## src/hdl/bchd_pkg.sv

```systemverilog
package bchd_pkg;

    // default sizes
    localparam int DEF_NUM_BUTTONS  = 4;
    localparam int DEF_NUM_TRIGGERS = 8;

    // fixed field widths
    localparam int TICK_W    = 16;
    localparam int CLICK_W   = 4;
    localparam int BTN_W     = 2;
    localparam int ENTRY_W   = 8;
    localparam int FIRED_W   = 8;
    localparam int TABLE_W   = 64;
    localparam int APB_AW    = 6;
    localparam int APB_DW    = 64;
    localparam int IN_TDW    = 8;
    localparam int OUT_TDW   = 16;

    localparam logic [CLICK_W-1:0] CLICK_MAX = '1;

    // register indexes (paddr[5:3])
    localparam logic [2:0] REG_IDLE_TICKS     = 3'd0;
    localparam logic [2:0] REG_HOLD_TICKS     = 3'd1;
    localparam logic [2:0] REG_ACTIVE_LEVELS  = 3'd2;
    localparam logic [2:0] REG_BUTTONS_IN_USE = 3'd3;
    localparam logic [2:0] REG_TRIGGER_TABLE  = 3'd4;

    // trigger entry bit positions
    localparam int ENT_VALID_BIT = 7;
    localparam int ENT_HOLD_BIT  = 6;
    localparam int ENT_BTN_LSB   = 4;

    // gesture phase, stored per button and reported with each result
    typedef enum logic [2:0] {
        PH_IDLE         = 3'd0,
        PH_PREP_PRESS   = 3'd1,
        PH_PRESSING     = 3'd2,
        PH_PREP_RELEASE = 3'd3,
        PH_RELEASE      = 3'd4,
        PH_HOLDING      = 3'd5,
        PH_PREP_IDLE    = 3'd6
    } phase_t;

    // one per-button state word; all zero is the reset value
    typedef struct packed {
        phase_t              phase;
        logic [TICK_W-1:0]   ticks;
        logic [CLICK_W-1:0]  clicks;
        logic                hold;
    } bchd_state_t;

    // static configuration seen by the gesture logic
    typedef struct packed {
        logic [TICK_W-1:0]   idle_ticks;
        logic [TICK_W-1:0]   hold_ticks;
        logic [TABLE_W-1:0]  trigger_table;
    } bchd_cfg_t;

endpackage

```

## src/hdl/bchd_state_ram.sv

```systemverilog
module bchd_state_ram #(
    parameter int DEPTH = bchd_pkg::DEF_NUM_BUTTONS,
    parameter int AW    = 2
) (
    input  logic                   clk,
    input  logic                   rst_n,
    input  logic                   rd_en,
    input  logic [AW-1:0]          rd_addr,
    input  logic                   wr_en,
    input  logic [AW-1:0]          wr_addr,
    input  bchd_pkg::bchd_state_t  wr_data,
    output bchd_pkg::bchd_state_t  rd_data
);
    import bchd_pkg::*;

    bchd_state_t       mem [DEPTH];
    logic [DEPTH-1:0]  written_reg;
    bchd_state_t       rdata_reg;
    logic              rvalid_reg;
    logic [AW-1:0]     raddr_reg;
    bchd_state_t       fwd_data_reg;
    logic [AW-1:0]     fwd_addr_reg;
    logic              fwd_valid_reg;

    // storage array, read data registered
    always_ff @(posedge clk)
    begin
        if (wr_en)
        begin
            mem[wr_addr] <= wr_data;
        end
        if (rd_en)
        begin
            rdata_reg <= mem[rd_addr];
        end
    end

    // entry written flags, an unwritten entry reads as the reset state
    always_ff @(posedge clk or negedge rst_n)
    begin
        if (!rst_n)
        begin
            written_reg <= '0;
            rvalid_reg  <= 1'b0;
            raddr_reg   <= '0;
        end
        else
        begin
            if (wr_en)
            begin
                written_reg[wr_addr] <= 1'b1;
            end
            if (rd_en)
            begin
                rvalid_reg <= written_reg[rd_addr];
                raddr_reg  <= rd_addr;
            end
        end
    end

    // last write kept for forwarding to a read of the same entry
    always_ff @(posedge clk or negedge rst_n)
    begin
        if (!rst_n)
        begin
            fwd_valid_reg <= 1'b0;
            fwd_addr_reg  <= '0;
        end
        else if (wr_en)
        begin
            fwd_valid_reg <= 1'b1;
            fwd_addr_reg  <= wr_addr;
        end
    end

    always_ff @(posedge clk)
    begin
        if (wr_en)
        begin
            fwd_data_reg <= wr_data;
        end
    end

    // read data with forwarding of the newest write
    always_comb
    begin
        if (fwd_valid_reg && fwd_addr_reg == raddr_reg)
        begin
            rd_data = fwd_data_reg;
        end
        else if (rvalid_reg)
        begin
            rd_data = rdata_reg;
        end
        else
        begin
            rd_data = '0;
        end
    end

endmodule

```

## src/hdl/bchd_gesture.sv

```systemverilog
module bchd_gesture #(
    parameter int NUM_TRIGGERS = bchd_pkg::DEF_NUM_TRIGGERS
) (
    input  bchd_pkg::bchd_state_t              cur,
    input  logic                               pressed,
    input  logic [bchd_pkg::BTN_W-1:0]         btn,
    input  bchd_pkg::bchd_cfg_t                cfg,
    input  logic [NUM_TRIGGERS-1:0]            served,
    output bchd_pkg::bchd_state_t              nxt,
    output logic [NUM_TRIGGERS-1:0]            served_next,
    output logic [NUM_TRIGGERS-1:0]            fired
);
    import bchd_pkg::*;

    logic [ENTRY_W-1:0] entry [NUM_TRIGGERS];

    // split the trigger table into entries
    always_comb
    begin
        for (int e = 0; e < NUM_TRIGGERS; e++)
        begin
            entry[e] = cfg.trigger_table[ENTRY_W*e +: ENTRY_W];
        end
    end

    // phase machine step and trigger matching
    always_comb
    begin
        logic [NUM_TRIGGERS-1:0] srv;
        nxt = cur;
        srv = served;
        fired = '0;

        unique case (cur.phase)
            PH_IDLE:
            begin
                nxt.clicks = '0;
                nxt.hold   = 1'b0;
                if (pressed)
                begin
                    nxt.ticks = '0;
                    nxt.phase = PH_PREP_PRESS;
                    for (int e = 0; e < NUM_TRIGGERS; e++)
                    begin
                        if (entry[e][ENT_BTN_LSB +: BTN_W] == btn)
                        begin
                            srv[e] = 1'b0;
                        end
                    end
                end
            end
            PH_PREP_PRESS:
            begin
                nxt.phase = PH_PRESSING;
                nxt.ticks = '0;
            end
            PH_PRESSING:
            begin
                if (!pressed)
                begin
                    nxt.phase = PH_PREP_RELEASE;
                end
                else if (cur.ticks >= cfg.hold_ticks)
                begin
                    nxt.phase = PH_HOLDING;
                    nxt.ticks = '0;
                end
                else
                begin
                    nxt.ticks = cur.ticks + TICK_W'(1);
                end
            end
            PH_PREP_RELEASE:
            begin
                nxt.ticks = '0;
                if (cur.clicks != CLICK_MAX)
                begin
                    nxt.clicks = cur.clicks + CLICK_W'(1);
                end
                nxt.phase = PH_RELEASE;
            end
            PH_RELEASE:
            begin
                if (pressed)
                begin
                    nxt.phase = PH_PREP_PRESS;
                end
                else if (cur.ticks >= cfg.idle_ticks)
                begin
                    nxt.phase = PH_PREP_IDLE;
                end
                else
                begin
                    nxt.ticks = cur.ticks + TICK_W'(1);
                end
            end
            PH_HOLDING:
            begin
                nxt.hold = 1'b1;
                if (!pressed)
                begin
                    nxt.ticks = '0;
                    nxt.phase = PH_RELEASE;
                end
            end
            default:
            begin
                nxt.phase = PH_IDLE;
                nxt.ticks = '0;
            end
        endcase

        // fire matching unserved entries in holding or pre-idle
        if (nxt.phase == PH_PREP_IDLE || nxt.phase == PH_HOLDING)
        begin
            for (int e = 0; e < NUM_TRIGGERS; e++)
            begin
                if (entry[e][ENT_VALID_BIT] &&
                    entry[e][ENT_BTN_LSB +: BTN_W] == btn &&
                    entry[e][CLICK_W-1:0] == nxt.clicks &&
                    entry[e][ENT_HOLD_BIT] == nxt.hold &&
                    !srv[e])
                begin
                    srv[e]   = 1'b1;
                    fired[e] = 1'b1;
                end
            end
        end
        served_next = srv;
    end

endmodule

```

## src/hdl/button_click_hold_detector.sv

```systemverilog
// Multi-click and long-press detector for up to NUM_BUTTONS buttons sharing
// one table of NUM_TRIGGERS triggers. Each slave transaction is one tick of
// one button; each brings exactly one master transaction with the button's
// click count, hold flag, phase and the triggers that fired. Per-button state
// lives in a small synchronous memory read at acceptance and written back when
// the tick advances, with the last write forwarded, so a tick is accepted every
// cycle while the output is not stalled; its result passes through the tick stage
// register and the result register to the master side.
// The result register lets the next tick enter while a result waits.
// Configuration goes through the register port: idle_ticks at 0x00,
// hold_ticks at 0x08, active_levels at 0x10, buttons_in_use at 0x18 and the
// trigger table (entry e in bits 8e+7..8e: valid, hold, button, clicks) at
// 0x20; write it only while no tick is in flight.
module button_click_hold_detector #(
    parameter int NUM_BUTTONS  = bchd_pkg::DEF_NUM_BUTTONS,
    parameter int NUM_TRIGGERS = bchd_pkg::DEF_NUM_TRIGGERS
) (
    input  logic                          clk,
    input  logic                          rst_n,
    // configuration port
    input  logic                          psel,
    input  logic                          penable,
    input  logic                          pwrite,
    input  logic [bchd_pkg::APB_AW-1:0]   paddr,
    input  logic [bchd_pkg::APB_DW-1:0]   pwdata,
    output logic [bchd_pkg::APB_DW-1:0]   prdata,
    output logic                          pready,
    // tick stream
    input  logic                          s_tvalid,
    output logic                          s_tready,
    input  logic [bchd_pkg::IN_TDW-1:0]   s_tdata,  // button_index[1:0], pin_level[2]
    // result stream
    output logic                          m_tvalid,
    input  logic                          m_tready,
    output logic [bchd_pkg::OUT_TDW-1:0]  m_tdata   // clicks[3:0], hold_flag[4],
                                                    // phase[7:5], fired_mask[15:8]
);
    import bchd_pkg::*;

    localparam int AW = (NUM_BUTTONS > 1) ? $clog2(NUM_BUTTONS) : 1;
    localparam logic [2:0] BTN_CNT = 3'(NUM_BUTTONS);

    // configuration registers
    logic [TICK_W-1:0]        idle_ticks_reg;
    logic [TICK_W-1:0]        hold_ticks_reg;
    logic [3:0]               active_levels_reg;
    logic [2:0]               buttons_in_use_reg;
    logic [TABLE_W-1:0]       trigger_table_reg;

    // pipeline
    logic                     s1_valid_reg;
    logic [BTN_W-1:0]         s1_btn_reg;
    logic                     s1_level_reg;
    logic                     m_valid_reg;
    logic [OUT_TDW-1:0]       m_tdata_reg;
    logic [NUM_TRIGGERS-1:0]  served_reg;
    logic [NUM_TRIGGERS-1:0]  served_next;

    logic                     accept;
    logic                     advance;
    logic                     cfg_write;
    logic [2:0]               reg_idx;
    logic [BTN_W-1:0]         in_btn;
    logic                     s1_in_range;
    logic                     s1_in_use;
    logic                     s1_pressed;
    bchd_state_t              cur_state;
    bchd_state_t              nxt_state;
    bchd_cfg_t                cfg;
    logic [NUM_TRIGGERS-1:0]  fired;
    logic [OUT_TDW-1:0]       result;

    assign pready    = 1'b1;
    assign reg_idx   = paddr[5:3];
    assign cfg_write = psel && penable && pwrite;

    // register writes
    always_ff @(posedge clk or negedge rst_n)
    begin
        if (!rst_n)
        begin
            idle_ticks_reg     <= '0;
            hold_ticks_reg     <= '0;
            active_levels_reg  <= '0;
            buttons_in_use_reg <= '0;
            trigger_table_reg  <= '0;
        end
        else if (cfg_write)
        begin
            unique case (reg_idx)
                REG_IDLE_TICKS:     idle_ticks_reg     <= pwdata[TICK_W-1:0];
                REG_HOLD_TICKS:     hold_ticks_reg     <= pwdata[TICK_W-1:0];
                REG_ACTIVE_LEVELS:  active_levels_reg  <= pwdata[3:0];
                REG_BUTTONS_IN_USE: buttons_in_use_reg <= pwdata[2:0];
                REG_TRIGGER_TABLE:  trigger_table_reg  <= pwdata;
                default:            ;
            endcase
        end
    end

    // register reads
    always_comb
    begin
        unique case (reg_idx)
            REG_IDLE_TICKS:     prdata = APB_DW'(idle_ticks_reg);
            REG_HOLD_TICKS:     prdata = APB_DW'(hold_ticks_reg);
            REG_ACTIVE_LEVELS:  prdata = APB_DW'(active_levels_reg);
            REG_BUTTONS_IN_USE: prdata = APB_DW'(buttons_in_use_reg);
            REG_TRIGGER_TABLE:  prdata = trigger_table_reg;
            default:            prdata = '0;
        endcase
    end

    // stream handshake
    assign advance  = s1_valid_reg && (!m_valid_reg || m_tready);
    assign s_tready = !s1_valid_reg || advance;
    assign accept   = s_tvalid && s_tready;
    assign in_btn   = s_tdata[BTN_W-1:0];

    always_ff @(posedge clk or negedge rst_n)
    begin
        if (!rst_n)
        begin
            s1_valid_reg <= 1'b0;
            m_valid_reg  <= 1'b0;
        end
        else
        begin
            if (accept)
            begin
                s1_valid_reg <= 1'b1;
            end
            else if (advance)
            begin
                s1_valid_reg <= 1'b0;
            end
            if (advance)
            begin
                m_valid_reg <= 1'b1;
            end
            else if (m_tready)
            begin
                m_valid_reg <= 1'b0;
            end
        end
    end

    // tick payload held while its state is read, result word registered on advance
    always_ff @(posedge clk)
    begin
        if (accept)
        begin
            s1_btn_reg   <= in_btn;
            s1_level_reg <= s_tdata[BTN_W];
        end
        if (advance)
        begin
            m_tdata_reg <= result;
        end
    end

    // per-button state memory
    bchd_state_ram #(
        .DEPTH (NUM_BUTTONS),
        .AW    (AW)
    ) u_state_ram (
        .clk     (clk),
        .rst_n   (rst_n),
        .rd_en   (accept),
        .rd_addr (in_btn[AW-1:0]),
        .wr_en   (advance && s1_in_use),
        .wr_addr (s1_btn_reg[AW-1:0]),
        .wr_data (nxt_state),
        .rd_data (cur_state)
    );

    // button decode for the tick in flight
    assign s1_in_range = {1'b0, s1_btn_reg} < BTN_CNT;
    assign s1_in_use   = s1_in_range && ({1'b0, s1_btn_reg} < buttons_in_use_reg);
    assign s1_pressed  = s1_level_reg == active_levels_reg[s1_btn_reg];

    assign cfg.idle_ticks    = idle_ticks_reg;
    assign cfg.hold_ticks    = hold_ticks_reg;
    assign cfg.trigger_table = trigger_table_reg;

    bchd_gesture #(
        .NUM_TRIGGERS (NUM_TRIGGERS)
    ) u_gesture (
        .cur         (cur_state),
        .pressed     (s1_pressed),
        .btn         (s1_btn_reg),
        .cfg         (cfg),
        .served      (served_reg),
        .nxt         (nxt_state),
        .served_next (served_next),
        .fired       (fired)
    );

    // served marks of the trigger table
    always_ff @(posedge clk or negedge rst_n)
    begin
        if (!rst_n)
        begin
            served_reg <= '0;
        end
        else if (advance && s1_in_use)
        begin
            served_reg <= served_next;
        end
    end

    // result word
    always_comb
    begin
        if (s1_in_use)
        begin
            result = {FIRED_W'(fired), nxt_state.phase, nxt_state.hold, nxt_state.clicks};
        end
        else if (s1_in_range)
        begin
            result = {FIRED_W'(0), cur_state.phase, cur_state.hold, cur_state.clicks};
        end
        else
        begin
            result = '0;
        end
    end

    assign m_tvalid = m_valid_reg;
    assign m_tdata  = m_tdata_reg;

endmodule
```

## config.mk

```make
export PLATFORM = sky130hd
export DESIGN_NAME = button_click_hold_detector
export DESIGN_NICKNAME = d
export VERILOG_FILES = /design/src/hdl/bchd_pkg.sv /design/src/hdl/bchd_state_ram.sv /design/src/hdl/bchd_gesture.sv /design/src/hdl/button_click_hold_detector.sv
export SDC_FILE = /design/constraint.sdc
export NUM_CORES = 1
export LEC_CHECK = 0
export ABC_AREA = 1
export ABC_CLOCK_PERIOD_IN_PS = 4100
export BUFFER_PORTS_ARGS = -buffer_cell sky130_fd_sc_hd__buf_2
export CORE_ASPECT_RATIO = 0.8
export CORE_MARGIN = 2
export CORE_UTILIZATION = 54
export DETAILED_ROUTE_END_ITERATION = 10
export GPL_ROUTABILITY_DRIVEN = 0
export PLACE_DENSITY = 0.8
export SYNTH_ARGS = -nofsm -noshare
export SYNTH_HDL_FRONTEND = slang
export SYNTH_HIERARCHICAL = 1
export SYNTH_SLANG_ARGS = --single-unit
```

## constraint.sdc

```tcl
create_clock -name clk -period 4.1 [get_ports clk]
set_clock_uncertainty 0.05 [all_clocks]
set_input_delay 0.41 -clock clk [delete_from_list [all_inputs] [get_ports clk]]
set_output_delay 0.41 -clock clk [all_outputs]
set_load 0.005 [all_outputs]
```

==> Word-level counts from Yosys, hierarchy flattened <==
Memory sizes are Yosys's and may differ from the RTL's. A register that Yosys moved wholly into a read port is not among the register bits.
Index checks and enable logic that the tools add are counted.
{ "classes": {"addsub": 2, "n_eq_ne": 38, "order_cmp": 6, "n_mux": 57, "reduce_logical": 62, "bitwise_logic": 1} }
{ "op_table": {"columns": ["op", "n"], "rows": [
  ["$pmux 64 s5", 1],
  ["$pmux 19 s6", 1],
  ["$mux 16", 4],
  ["$mux 24", 2],
  ["$logic_and 1x1->1", 39],
  ["$mux 19", 2],
  ["$mux 1", 33],
  ["$eq 4x4->1", 8],
  ["$ge 16x16->1", 2],
  ["$mux 8", 4],
  ["$eq 2x2->1", 9],
  ["$add 16x1->16 const B", 1],
  ["$eq 3x3->1 const B", 5],
  ["$eq 3x2->1 const B", 4],
  ["$mux 3", 4],
  ["$reduce_and 2->1", 6],
  ["$logic_not 1->1", 10],
  ["$eq 1x1->1", 9],
  ["$pmux 4 s2", 1],
  ["$eq 3x1->1 const B", 2],
  ["$logic_not 3->1", 2],
  ["$lt 2x3->1 const B", 2],
  ["$add 4x1->4 const B", 1],
  ["$bmux 1 s2", 2],
  ["other kinds (9)", 12]
]} }
{ "word_totals": {"elab_cells": 188, "regBits": 166, "input_bits": 85, "n_memories": 1, "output_inout_bits": 83, "ramBits": 96} }
{ "mem_list": {"columns": ["memory", "depth", "word_bits", "rd", "rd_clocked_by_memory_dff", "wr", "line", "rtl"], "rows": [
  ["u_state_ram.mem", 4, 24, 1, 1, 1, "bchd_state_ram.sv:16", "bchd_state_t mem [DEPTH];"]
]} }

==> Logic depth before layout (Yosys ltp) <==
Gate-level depths: netlist of the first run.
{ "depth": {"depth_word": 12, "ltp_mapped": 26, "mapped_depth_nobuf": 25} }

==> By module <==
The synthesis of the first run kept the hierarchy.
{ "by_module_without_submodules": {"columns": ["module", "seq_area_each_um2", "cells_per_inst", "area_each_um2", "n_inst"], "rows": [
  ["bchd_state_ram", 4574.4, 468, 5994.5, 1],
  ["button_click_hold_detector", 3398.3, 711, 5979.5, 1],
  ["bchd_gesture", 0.0, 583, 3154.3, 1]
]} }

==> Worst setup path before layout of the first run <==
OpenSTA, ideal clock, no wires.
{ "synth_timing": {"path_kind": "register to register", "from": "reg s1_btn_reg[1]", "to": "mem u_state_ram/mem[0][0] (netlist bit), enable pin", "arrival_time_ns": 3.365, "required_time_ns": 3.645, "path_stages_with_launch": 10, "synth_period_minus_slack_ns": 3.820, "path_slack_ns": 0.280, "path_cell_list": "edfxtp_1 > ha_1 > inv_1 > nor2_1 > nand2_1 > nand3_1 > inv_1 > inv_1 > or2_2 > nor2_1"} }
{ "synth_between": {"elab_chain_len": 4} }
{ "synth_lines": {"columns": ["element", "line", "rtl"], "rows": [
  ["start: declaration", "button_click_hold_detector.sv:52", "logic [BTN_W-1:0] s1_btn_reg;"],
  ["start signal: assignment", "button_click_hold_detector.sv:153", "s1_btn_reg <= in_btn;"],
  ["$lt 2x3->1", "button_click_hold_detector.sv:179", "assign s1_in_use = s1_in_range && ({1'b0, s1_btn_reg} < buttons_in_use_reg);"],
  ["$logic_and 1x1->1", "button_click_hold_detector.sv:171", ".wr_en (advance && s1_in_use),"],
  ["$mux 1", "bchd_state_ram.sv:28", "if (wr_en)"],
  ["$mux 1 (implied by the code)", "bchd_state_ram.sv:30", "mem[wr_addr] <= wr_data;"],
  ["end: declaration", "bchd_state_ram.sv:16", null]
]} }
Several ways; a longest one is shown, not always the timed one.

==> impl_results.rst, run 1 <==
.. list-table::
   :header-rows: 1

   * - Metric
     - Value
   * - Power after layout
     - 9.856 mW
   * - I/O Buffers
     - 158
   * - Max-Slew Margin vs Limit
     - 32.11%
   * - Clock edge transition at the registers on the reported setup and hold paths
     - 70 ps
   * - Multi-input logic area
     - 5869 um^2
   * - Critical Path Sink Type
     - flop
   * - Hold Fails Final Rpt
     - 0
   * - Measured slew at the worst slew-check pin
     - 1017 ps
   * - Maximum fanout along the worst path
     - 28
   * - HPWL reported at the end of detailed placement
     - 27740 um
   * - Highest clock frequency the design can meet
     - 0.2608 GHz
   * - Yosys synthesis warning count
     - 6
   * - Share of post-route cells with drive strength above 1
     - 15.59%
   * - Kind of critical path
     - flop to flop
   * - Total number of nets in the final design
     - 2041
   * - Total count of max-transition violations in the final report
     - 0
   * - Sequential element share of the synthesized area
     - 52.70%
   * - Width of the die
     - 191.1 um
   * - Most common cell after layout, fill and taps aside
     - nand2_1
   * - TritonCTS clock tree
     - done
   * - Cell area after synthesis
     - 15130 um^2
   * - Power dissipated by switching net loads
     - 3.565 mW
   * - Area delta synth->final
     - 14.42%
   * - Routed wire length
     - 40930 um
   * - Number of distinct library cells after synthesis
     - 44
   * - Area of the core
     - 27430 um^2
   * - Filler instances
     - 2219
   * - Largest net degree at the start of global routing
     - 102
   * - Max clock buf depth
     - 3
   * - Final period utilization
     - 93.53%
   * - Power Density
     - 569.4 nW/um^2
   * - Number of maximum-capacitance violations
     - 0
   * - Clk sink count
     - 286
   * - Worst Hold Class
     - input pin to flop
   * - Sequential Power Share
     - 40.6%
   * - Antenna violation net count after detailed routing
     - 0
   * - Mapped Nets
     - 1882
   * - Area enclosed by the die boundary
     - 29380 um^2
   * - Critical Path RT
     - 4270 ps
   * - Post-layout min period
     - 3835 ps
   * - Die boundary height
     - 153.7 um
   * - Setup slack after placement
     - 169.4 ps
   * - Number of design-rule violations left by the first detailed-router iteration
     - 1354
   * - Final Util
     - 63.10%
   * - Detailed-router iteration count before antenna repair
     - 6
   * - Result of the run
     - finished, final reports clean
   * - Total Neg Setup Slack
     - 0 ps
   * - Average routed wire per standard cell
     - 17.73 um
   * - Post-route DRC violation count
     - 0
   * - Number of flip-flops and latches in the synthesized netlist
     - 286
   * - Global-route wire length before repair
     - 64810 um
   * - Number of antenna violations at the first check in global routing
     - 2
   * - Core Rows
     - 54
   * - Cell at the root of the clock tree
     - clkbuf_16
   * - Number of global-route vias before repair
     - 12300
   * - Worst-case setup margin in the final layout
     - 265.3 ps
   * - Top FF cell, synth
     - edfxtp_1
   * - Switch share
     - 36.17%
   * - Combinational Power Share
     - 32.3%
   * - Cell-internal power
     - 6.292 mW
   * - Area occupied by registers
     - 7973 um^2
   * - Critical Path AT
     - 4010 ps
   * - Clock group share of total power
     - 27.2%
   * - Mean instance size in the synthesized netlist
     - 8.586 um^2
   * - Insertion delay to the later sink of the worst-skew pair
     - 560 ps
   * - Vias per std cell
     - 5.689
   * - Gr usage total
     - 27.70%
   * - Unrepaired setup endpoints after global routing
     - false
   * - Highest ir drop seen on vdd
     - 0.3514 mV
   * - Number of flops mapped to enable cells by yosys
     - 163
   * - Vias
     - 13140
   * - Global route total overflow
     - 0
   * - I/O pin total
     - 168
   * - Commonest non-fill, non-tap cells in the layout
     - nand2_1 (466), inv_1 (216), edfxtp_1 (163)
   * - Number of failing setup endpoints in the final timing report
     - 0
   * - Initial Util
     - 55.15%
   * - Num CTS Buffers
     - 29
   * - Asr flop ratio synth
     - 43.01%
   * - Type of origin of the critical path
     - flop
   * - Leakage power total
     - 8.252 nW
   * - Gate count of the mapped netlist
     - 1762
   * - Max FFs per register
     - 96
   * - Level count of the clock H-tree
     - 1
## repair_timing
item | 4_1_cts | 5_1_grt
buffers inserted | 0 | 5
setup endpoints to repair | 0 | 79
hold endpoints to repair | 56 | 0
gates resized for setup | 0 | 4
hold buffers | 2 | 0
## power by group through the flow
stage               clock [mW]  combinational (mW)  sequential [mW]
detailed placement           0                3.01             4.05
CTS                       2.71                3.05             4.00
finish                    2.68                3.18             4.00
global route              2.82                3.51             4.04
floorplan                    0                2.09             3.95
global placement             0                2.88             4.03
## cells by family after synthesis
family / count (synthesis) / synth area share, %
flops: 286 / 52.70
other cells: 1 / 0.02479
buf+inv: 304 / 8.668
fa+ha+maj: 35 / 2.895
xor+xnor: 47 / 2.771
simple gates: 814 / 22.96
compound gates: 275 / 9.983
## per-layer routing
| metal | part of all wire, % | vias to the layer above | global-route usage, % |
|---|---|---|---|
| met5 | 0.037 | - | 0 |
| met4 | 2.3 | 2 | 6.996 |
| met3 | 10 | 88 | 4.999 |
| met2 | 45 | 687 | 43.05 |
| met1 | 43 | 6250 | 40.39 |
| li1 | - | 6109 | - |
## final cells by class
type                            count  area share [%]
Antenna cell                        1         0.01446
Inverter                          225           4.894
Tap cell                          364           2.631
Clock buffer                       40           4.843
Sequential cell                   286           46.06
Multi-Input combinational cell   1172           33.91
Clock inverter                     14          0.7662
Timing Repair Buffer              207           6.882
## synthesized netlist by cell type, types with 2 or more instances
master	number	area (um^2)
or2_2	9	56.30
o211ai_1	27	202.7
nand3_2	4	40.04
and3_1	3	18.77
xnor2_1	12	105.1
buf_6	14	157.7
nor2_1	164	615.6
dfrtp_1	123	3078
clkbuf_1	26	97.59
clkbuf_2	4	20.02
nand2_2	8	50.05
nand2_4	4	45.04
xor2_1	34	297.8
inv_1	216	810.8
o21ai_0	144	720.7
nor2_4	4	45.04
buf_2	27	135.1
nor3b_1	3	22.52
nor2_2	2	12.51
nand4_1	34	212.7
o21ai_1	40	200.2
a21oi_1	24	120.1
nor3_1	13	65.06
o2111ai_1	5	43.79
nand3_1	93	465.5
edfxtp_1	163	4895
ha_1	35	437.9
nand2_1	466	1749
buf_4	7	52.55
o22ai_1	32	200.2
inv_2	9	33.78
## final timing paths
kind	start	end	slack, ps	cells after the start
max	u_state_ram/rvalid_reg$_DFFE_PN0P_	u_state_ram/mem[0][11]$_DFFE_PP_	270	13
min	s_tvalid	s1_valid_reg$_DFFE_PN0P_	10	3
max reg2reg	u_state_ram/rvalid_reg$_DFFE_PN0P_	u_state_ram/mem[0][11]$_DFFE_PP_	270	13
min reg2reg	u_state_ram/written_reg[0]$_DFFE_PN0P_	u_state_ram/written_reg[0]$_DFFE_PN0P_	420	2
max in group asynchronous	rst_n	idle_ticks_reg[5]$_DFFE_PN0P_	2570	3
min in group asynchronous	rst_n	u_state_ram/rvalid_reg$_DFFE_PN0P_	430	2
## worst max-delay path, stage by stage (launching register included)
cell	delay, ps
dfrtp_1	860
nand2_1	100
inv_1	100
nand2_1	50
nand2_1	320
ha_1	320
a21oi_1	160
o21ai_0	120
a21oi_1	320
nand3_1	260
inv_4	320
nand2_1	120
o211ai_1	100
o2111ai_1	250
## stage by stage
step           hold slack [ps]  instances  area, um^2
2_1_floorplan            64.41       1762       15130
3_3_place_gp             391.4       2247       16250
3_5_place_dp             401.9       2247       16250
4_1_cts                 0.1125       2303       17240
5_1_grt                  19.50       2308       17310
6_report                 13.58       2309       17310
(Power assumes the default switching activity.)
==> run 2, diff against run 1 <==
CORE_UTILIZATION = 53   (was 54)
PLACE_DENSITY = 0.79   (was 0.8)
SYNTH_HIERARCHICAL = not set   (was 1)
==> impl_results.rst, run 2 <==
.. list-table::
   :header-rows: 1

   * - Metric
     - Value
   * - Result of the run
     - finished, final reports clean
   * - Number of antenna violations at the first check in global routing
     - 1
   * - Yosys synthesis warning count
     - 0
   * - Initial Util
     - 53.97%
   * - Max FFs per register
     - 96
   * - Number of distinct library cells after synthesis
     - 51
   * - Total cell area at the placement stage
     - 15990 um^2
   * - I/O pin total
     - 168
   * - Post-route DRC violation count
     - 0
   * - Critical Path AT
     - 4080 ps
   * - Number of design-rule violations left by the first detailed-router iteration
     - 1274
   * - Vias per std cell
     - 5.688
   * - Worst Setup EP
     - u_state_ram.mem[2][10]$_DFFE_PP_
   * - Average routed wire per standard cell
     - 18.03 um
   * - Leakage power total
     - 7.709 nW
   * - Switch share
     - 39.36%
   * - Path depth of the worst reg2reg path
     - 18
   * - Number of flops mapped to enable cells by yosys
     - 163
   * - Critical Path Sink Type
     - flop
   * - Power Density
     - 621.9 nW/um^2
   * - Detailed-router iteration count before antenna repair
     - 6
   * - Critical Path RT
     - 4340 ps
   * - Max-Slew Margin vs Limit
     - 27.59%
   * - Largest net degree at the start of global routing
     - 124
   * - Final period utilization
     - 93.46%
   * - Area share of the largest cell type after synthesis
     - 33.14%
   * - Final hold slack
     - 10.12 ps
   * - Cell at the root of the clock tree
     - clkbuf_16
   * - Cell area after synthesis
     - 14770 um^2
   * - Gate count of the mapped netlist
     - 1690
   * - Kind of critical path
     - flop to flop
   * - Vias
     - 12720
   * - Share of post-route cells with drive strength above 1
     - 17.26%
   * - Max clock buf depth
     - 3
   * - Total Neg Setup Slack
     - 0 ps
   * - Area of the core
     - 27360 um^2
   * - Most frequently used cell type in the post-synthesis netlist
     - nand2_1
   * - I/O Buffers
     - 158
   * - R2R Path End
     - u_state_ram.mem[2][10]$_DFFE_PP_
   * - Die boundary height
     - 153.3 um
   * - Total number of nets in the final design
     - 1969
   * - Cell types occupying the most area after synthesis
     - edfxtp_1 (33%), dfrtp_1 (21%), nand2_1 (11%)
   * - Num CTS Buffers
     - 28
   * - Commonest non-fill, non-tap cells in the layout
     - nand2_1 (418), nor2_1 (184), o21ai_0 (183)
   * - Clock group share of total power
     - 24.3%
   * - Most common cell after layout, fill and taps aside
     - nand2_1
   * - Top FF cell, synth
     - edfxtp_1
   * - Number of maximum-capacitance violations
     - 0
   * - Width of the die
     - 190.6 um
   * - Clk sink count
     - 286
   * - Reg-to-reg slack, setup
     - 270 ps
   * - Cell total after placement
     - 2178
   * - Clock edge transition at the registers on the reported setup and hold paths
     - 70 ps
   * - Global route total overflow
     - 0
   * - Core Rows
     - 54
   * - Sequential element share of the synthesized area
     - 53.99%
   * - Measured slew at the worst slew-check pin
     - 1084 ps
   * - Power dissipated by switching net loads
     - 4.148 mW
   * - Post-route design area
     - 16950 um^2
   * - Final std cells w/o fill
     - 2236
   * - Mapped Nets
     - 1810
   * - Combinational Power Share
     - 38.0%
   * - Type of origin of the critical path
     - flop
   * - HPWL reported at the end of detailed placement
     - 27480 um
   * - Area delta synth->final
     - 14.74%
   * - Filler instances
     - 2247
   * - Cell-internal power
     - 6.391 mW
   * - Maximum fanout along the worst path
     - 16
   * - Routed wire length
     - 40310 um
   * - Global-route wire length before repair
     - 63450 um
   * - Post-layout min period
     - 3832 ps
   * - Launch point of the critical path
     - u_state_ram.raddr_reg[1]$_DFFE_PN0P_
   * - TritonCTS clock tree
     - done
   * - Hold Fails Final Rpt
     - 0
   * - Sequential Power Share
     - 37.7%
   * - Level count of the clock H-tree
     - 1
   * - Top post-synthesis cells by count
     - nand2_1 (418), nor2_1 (189), o21ai_0 (184), inv_1 (173), edfxtp_1 (163)
   * - Insertion delay to the later sink of the worst-skew pair
     - 560 ps
   * - Area enclosed by the die boundary
     - 29220 um^2
   * - Highest clock frequency the design can meet
     - 0.2610 GHz
   * - Highest ir drop seen on vdd
     - 0.3814 mV
   * - Number of global-route vias before repair
     - 12300
   * - Power after layout
     - 10.54 mW
   * - Number of flip-flops and latches in the synthesized netlist
     - 286
   * - Worst Hold Class
     - input pin to flop
   * - Start of the worst register-to-register path
     - u_state_ram.raddr_reg[1]$_DFFE_PN0P_
   * - Cell type with the largest total area after synthesis
     - edfxtp_1
   * - Antenna violation net count after detailed routing
     - 0
   * - Total count of max-transition violations in the final report
     - 0
   * - Mean instance size in the synthesized netlist
     - 8.738 um^2
   * - Gr usage total
     - 27.52%
   * - Number of failing setup endpoints in the final timing report
     - 0
   * - Asr flop ratio synth
     - 43.01%
-- run 2: timing repair --
action / CTS / global route
setup buffers: 0 / 4
resized for setup: 0 / 3
endpoints found under the setup margin: 0 / 96
hold buffers: 1 / 0
hold endpoints to repair: 123 / 0
-- run 2: routing by layer --
metal	part of all wire, %	track usage [%]	wire, um	vias to the layer above
li1	-	-	-	5958
met1	42	37.51	16750	5987
met2	46	43.45	18470	654
met3	9.4	5.901	3793	120
met4	3.2	10.11	1293	0
met5	0	0	0	-
-- run 2: logic make-up after synthesis --
| group | count (synthesis) | synth area share [%] |
|---|---|---|
| adders and majority gates | 35 | 2.965 |
| DFF | 286 | 53.99 |
| and+or+nand+nor | 782 | 23.20 |
| xor gates and xnor gates | 12 | 0.7117 |
| other | 1 | 0.02539 |
| buffers and inverters | 254 | 6.990 |
| AOI/OAI and AO/OA | 320 | 12.12 |
-- run 2: critical path: stages (launching register included) --
cell,delay (ps)
dfrtp_1,450
nor2_4,210
inv_2,60
nand3_4,210
buf_4,190
nand2_1,60
o21ai_2,80
clkinv_1,240
ha_1,360
a21oi_1,140
o21a_1,130
nand2_1,50
nand2_1,50
nand3_1,170
nor2_1,210
nand2_1,220
nor2_1,210
a21oi_1,50
o21ai_0,400
-- run 2: power groups by stage --
stage	logic [mW]	clock network (mW)	registers (mW)
floorplan	2.70	0	3.95
global placement	3.67	0	4.01
detailed placement	3.84	0	4.02
CTS	3.87	2.56	3.97
global route	4.39	2.68	4.01
finish	4.00	2.56	3.98
-- run 2: per-stage QoR --
step / setup slack, ps / utilization (%)
after floorplan: 611.1 / -
after detailed placement: 189.9 / 58.42
final: 268.0 / 61.93
after global placement: 365.1 / 58.42
after global routing: -24.18 / 61.92
after CTS: 132.9 / 61.77
-- run 2: worst min-delay path by stage --
stage | start | end | slack (ps) | cells past startpoint
after detailed placement | u_state_ram.written_reg[0]$_DFFE_PN0P_ | u_state_ram.written_reg[0]$_DFFE_PN0P_ | 400 | 1
after global routing | s_tdata[2] | s1_level_reg$_DFFE_PP_ | 10 | 1
after floorplan | rst_n | active_levels_reg[0]$_DFFE_PN0P_ | 60 | 0
final | pwdata[16] | trigger_table_reg[16]$_DFFE_PN0P_ | 10 | 3
after global placement | u_state_ram.written_reg[2]$_DFFE_PN0P_ | u_state_ram.written_reg[2]$_DFFE_PN0P_ | 400 | 2
after CTS | pwdata[16] | trigger_table_reg[16]$_DFFE_PN0P_ | 6 | 3
-- run 2: layout make-up --
cell class | instances | area, um^2 | area share (%)
multi-input combinational | 1150 | 5802 | 34.24
antenna | 1 | 2.502 | 0.01477
clock buffer | 34 | 764.5 | 4.512
sequential | 286 | 7973 | 47.05
timing repair buffer | 195 | 1099 | 6.483
tap | 364 | 455.4 | 2.688
inverter | 188 | 708.2 | 4.179
clock inverter | 18 | 141.4 | 0.8344
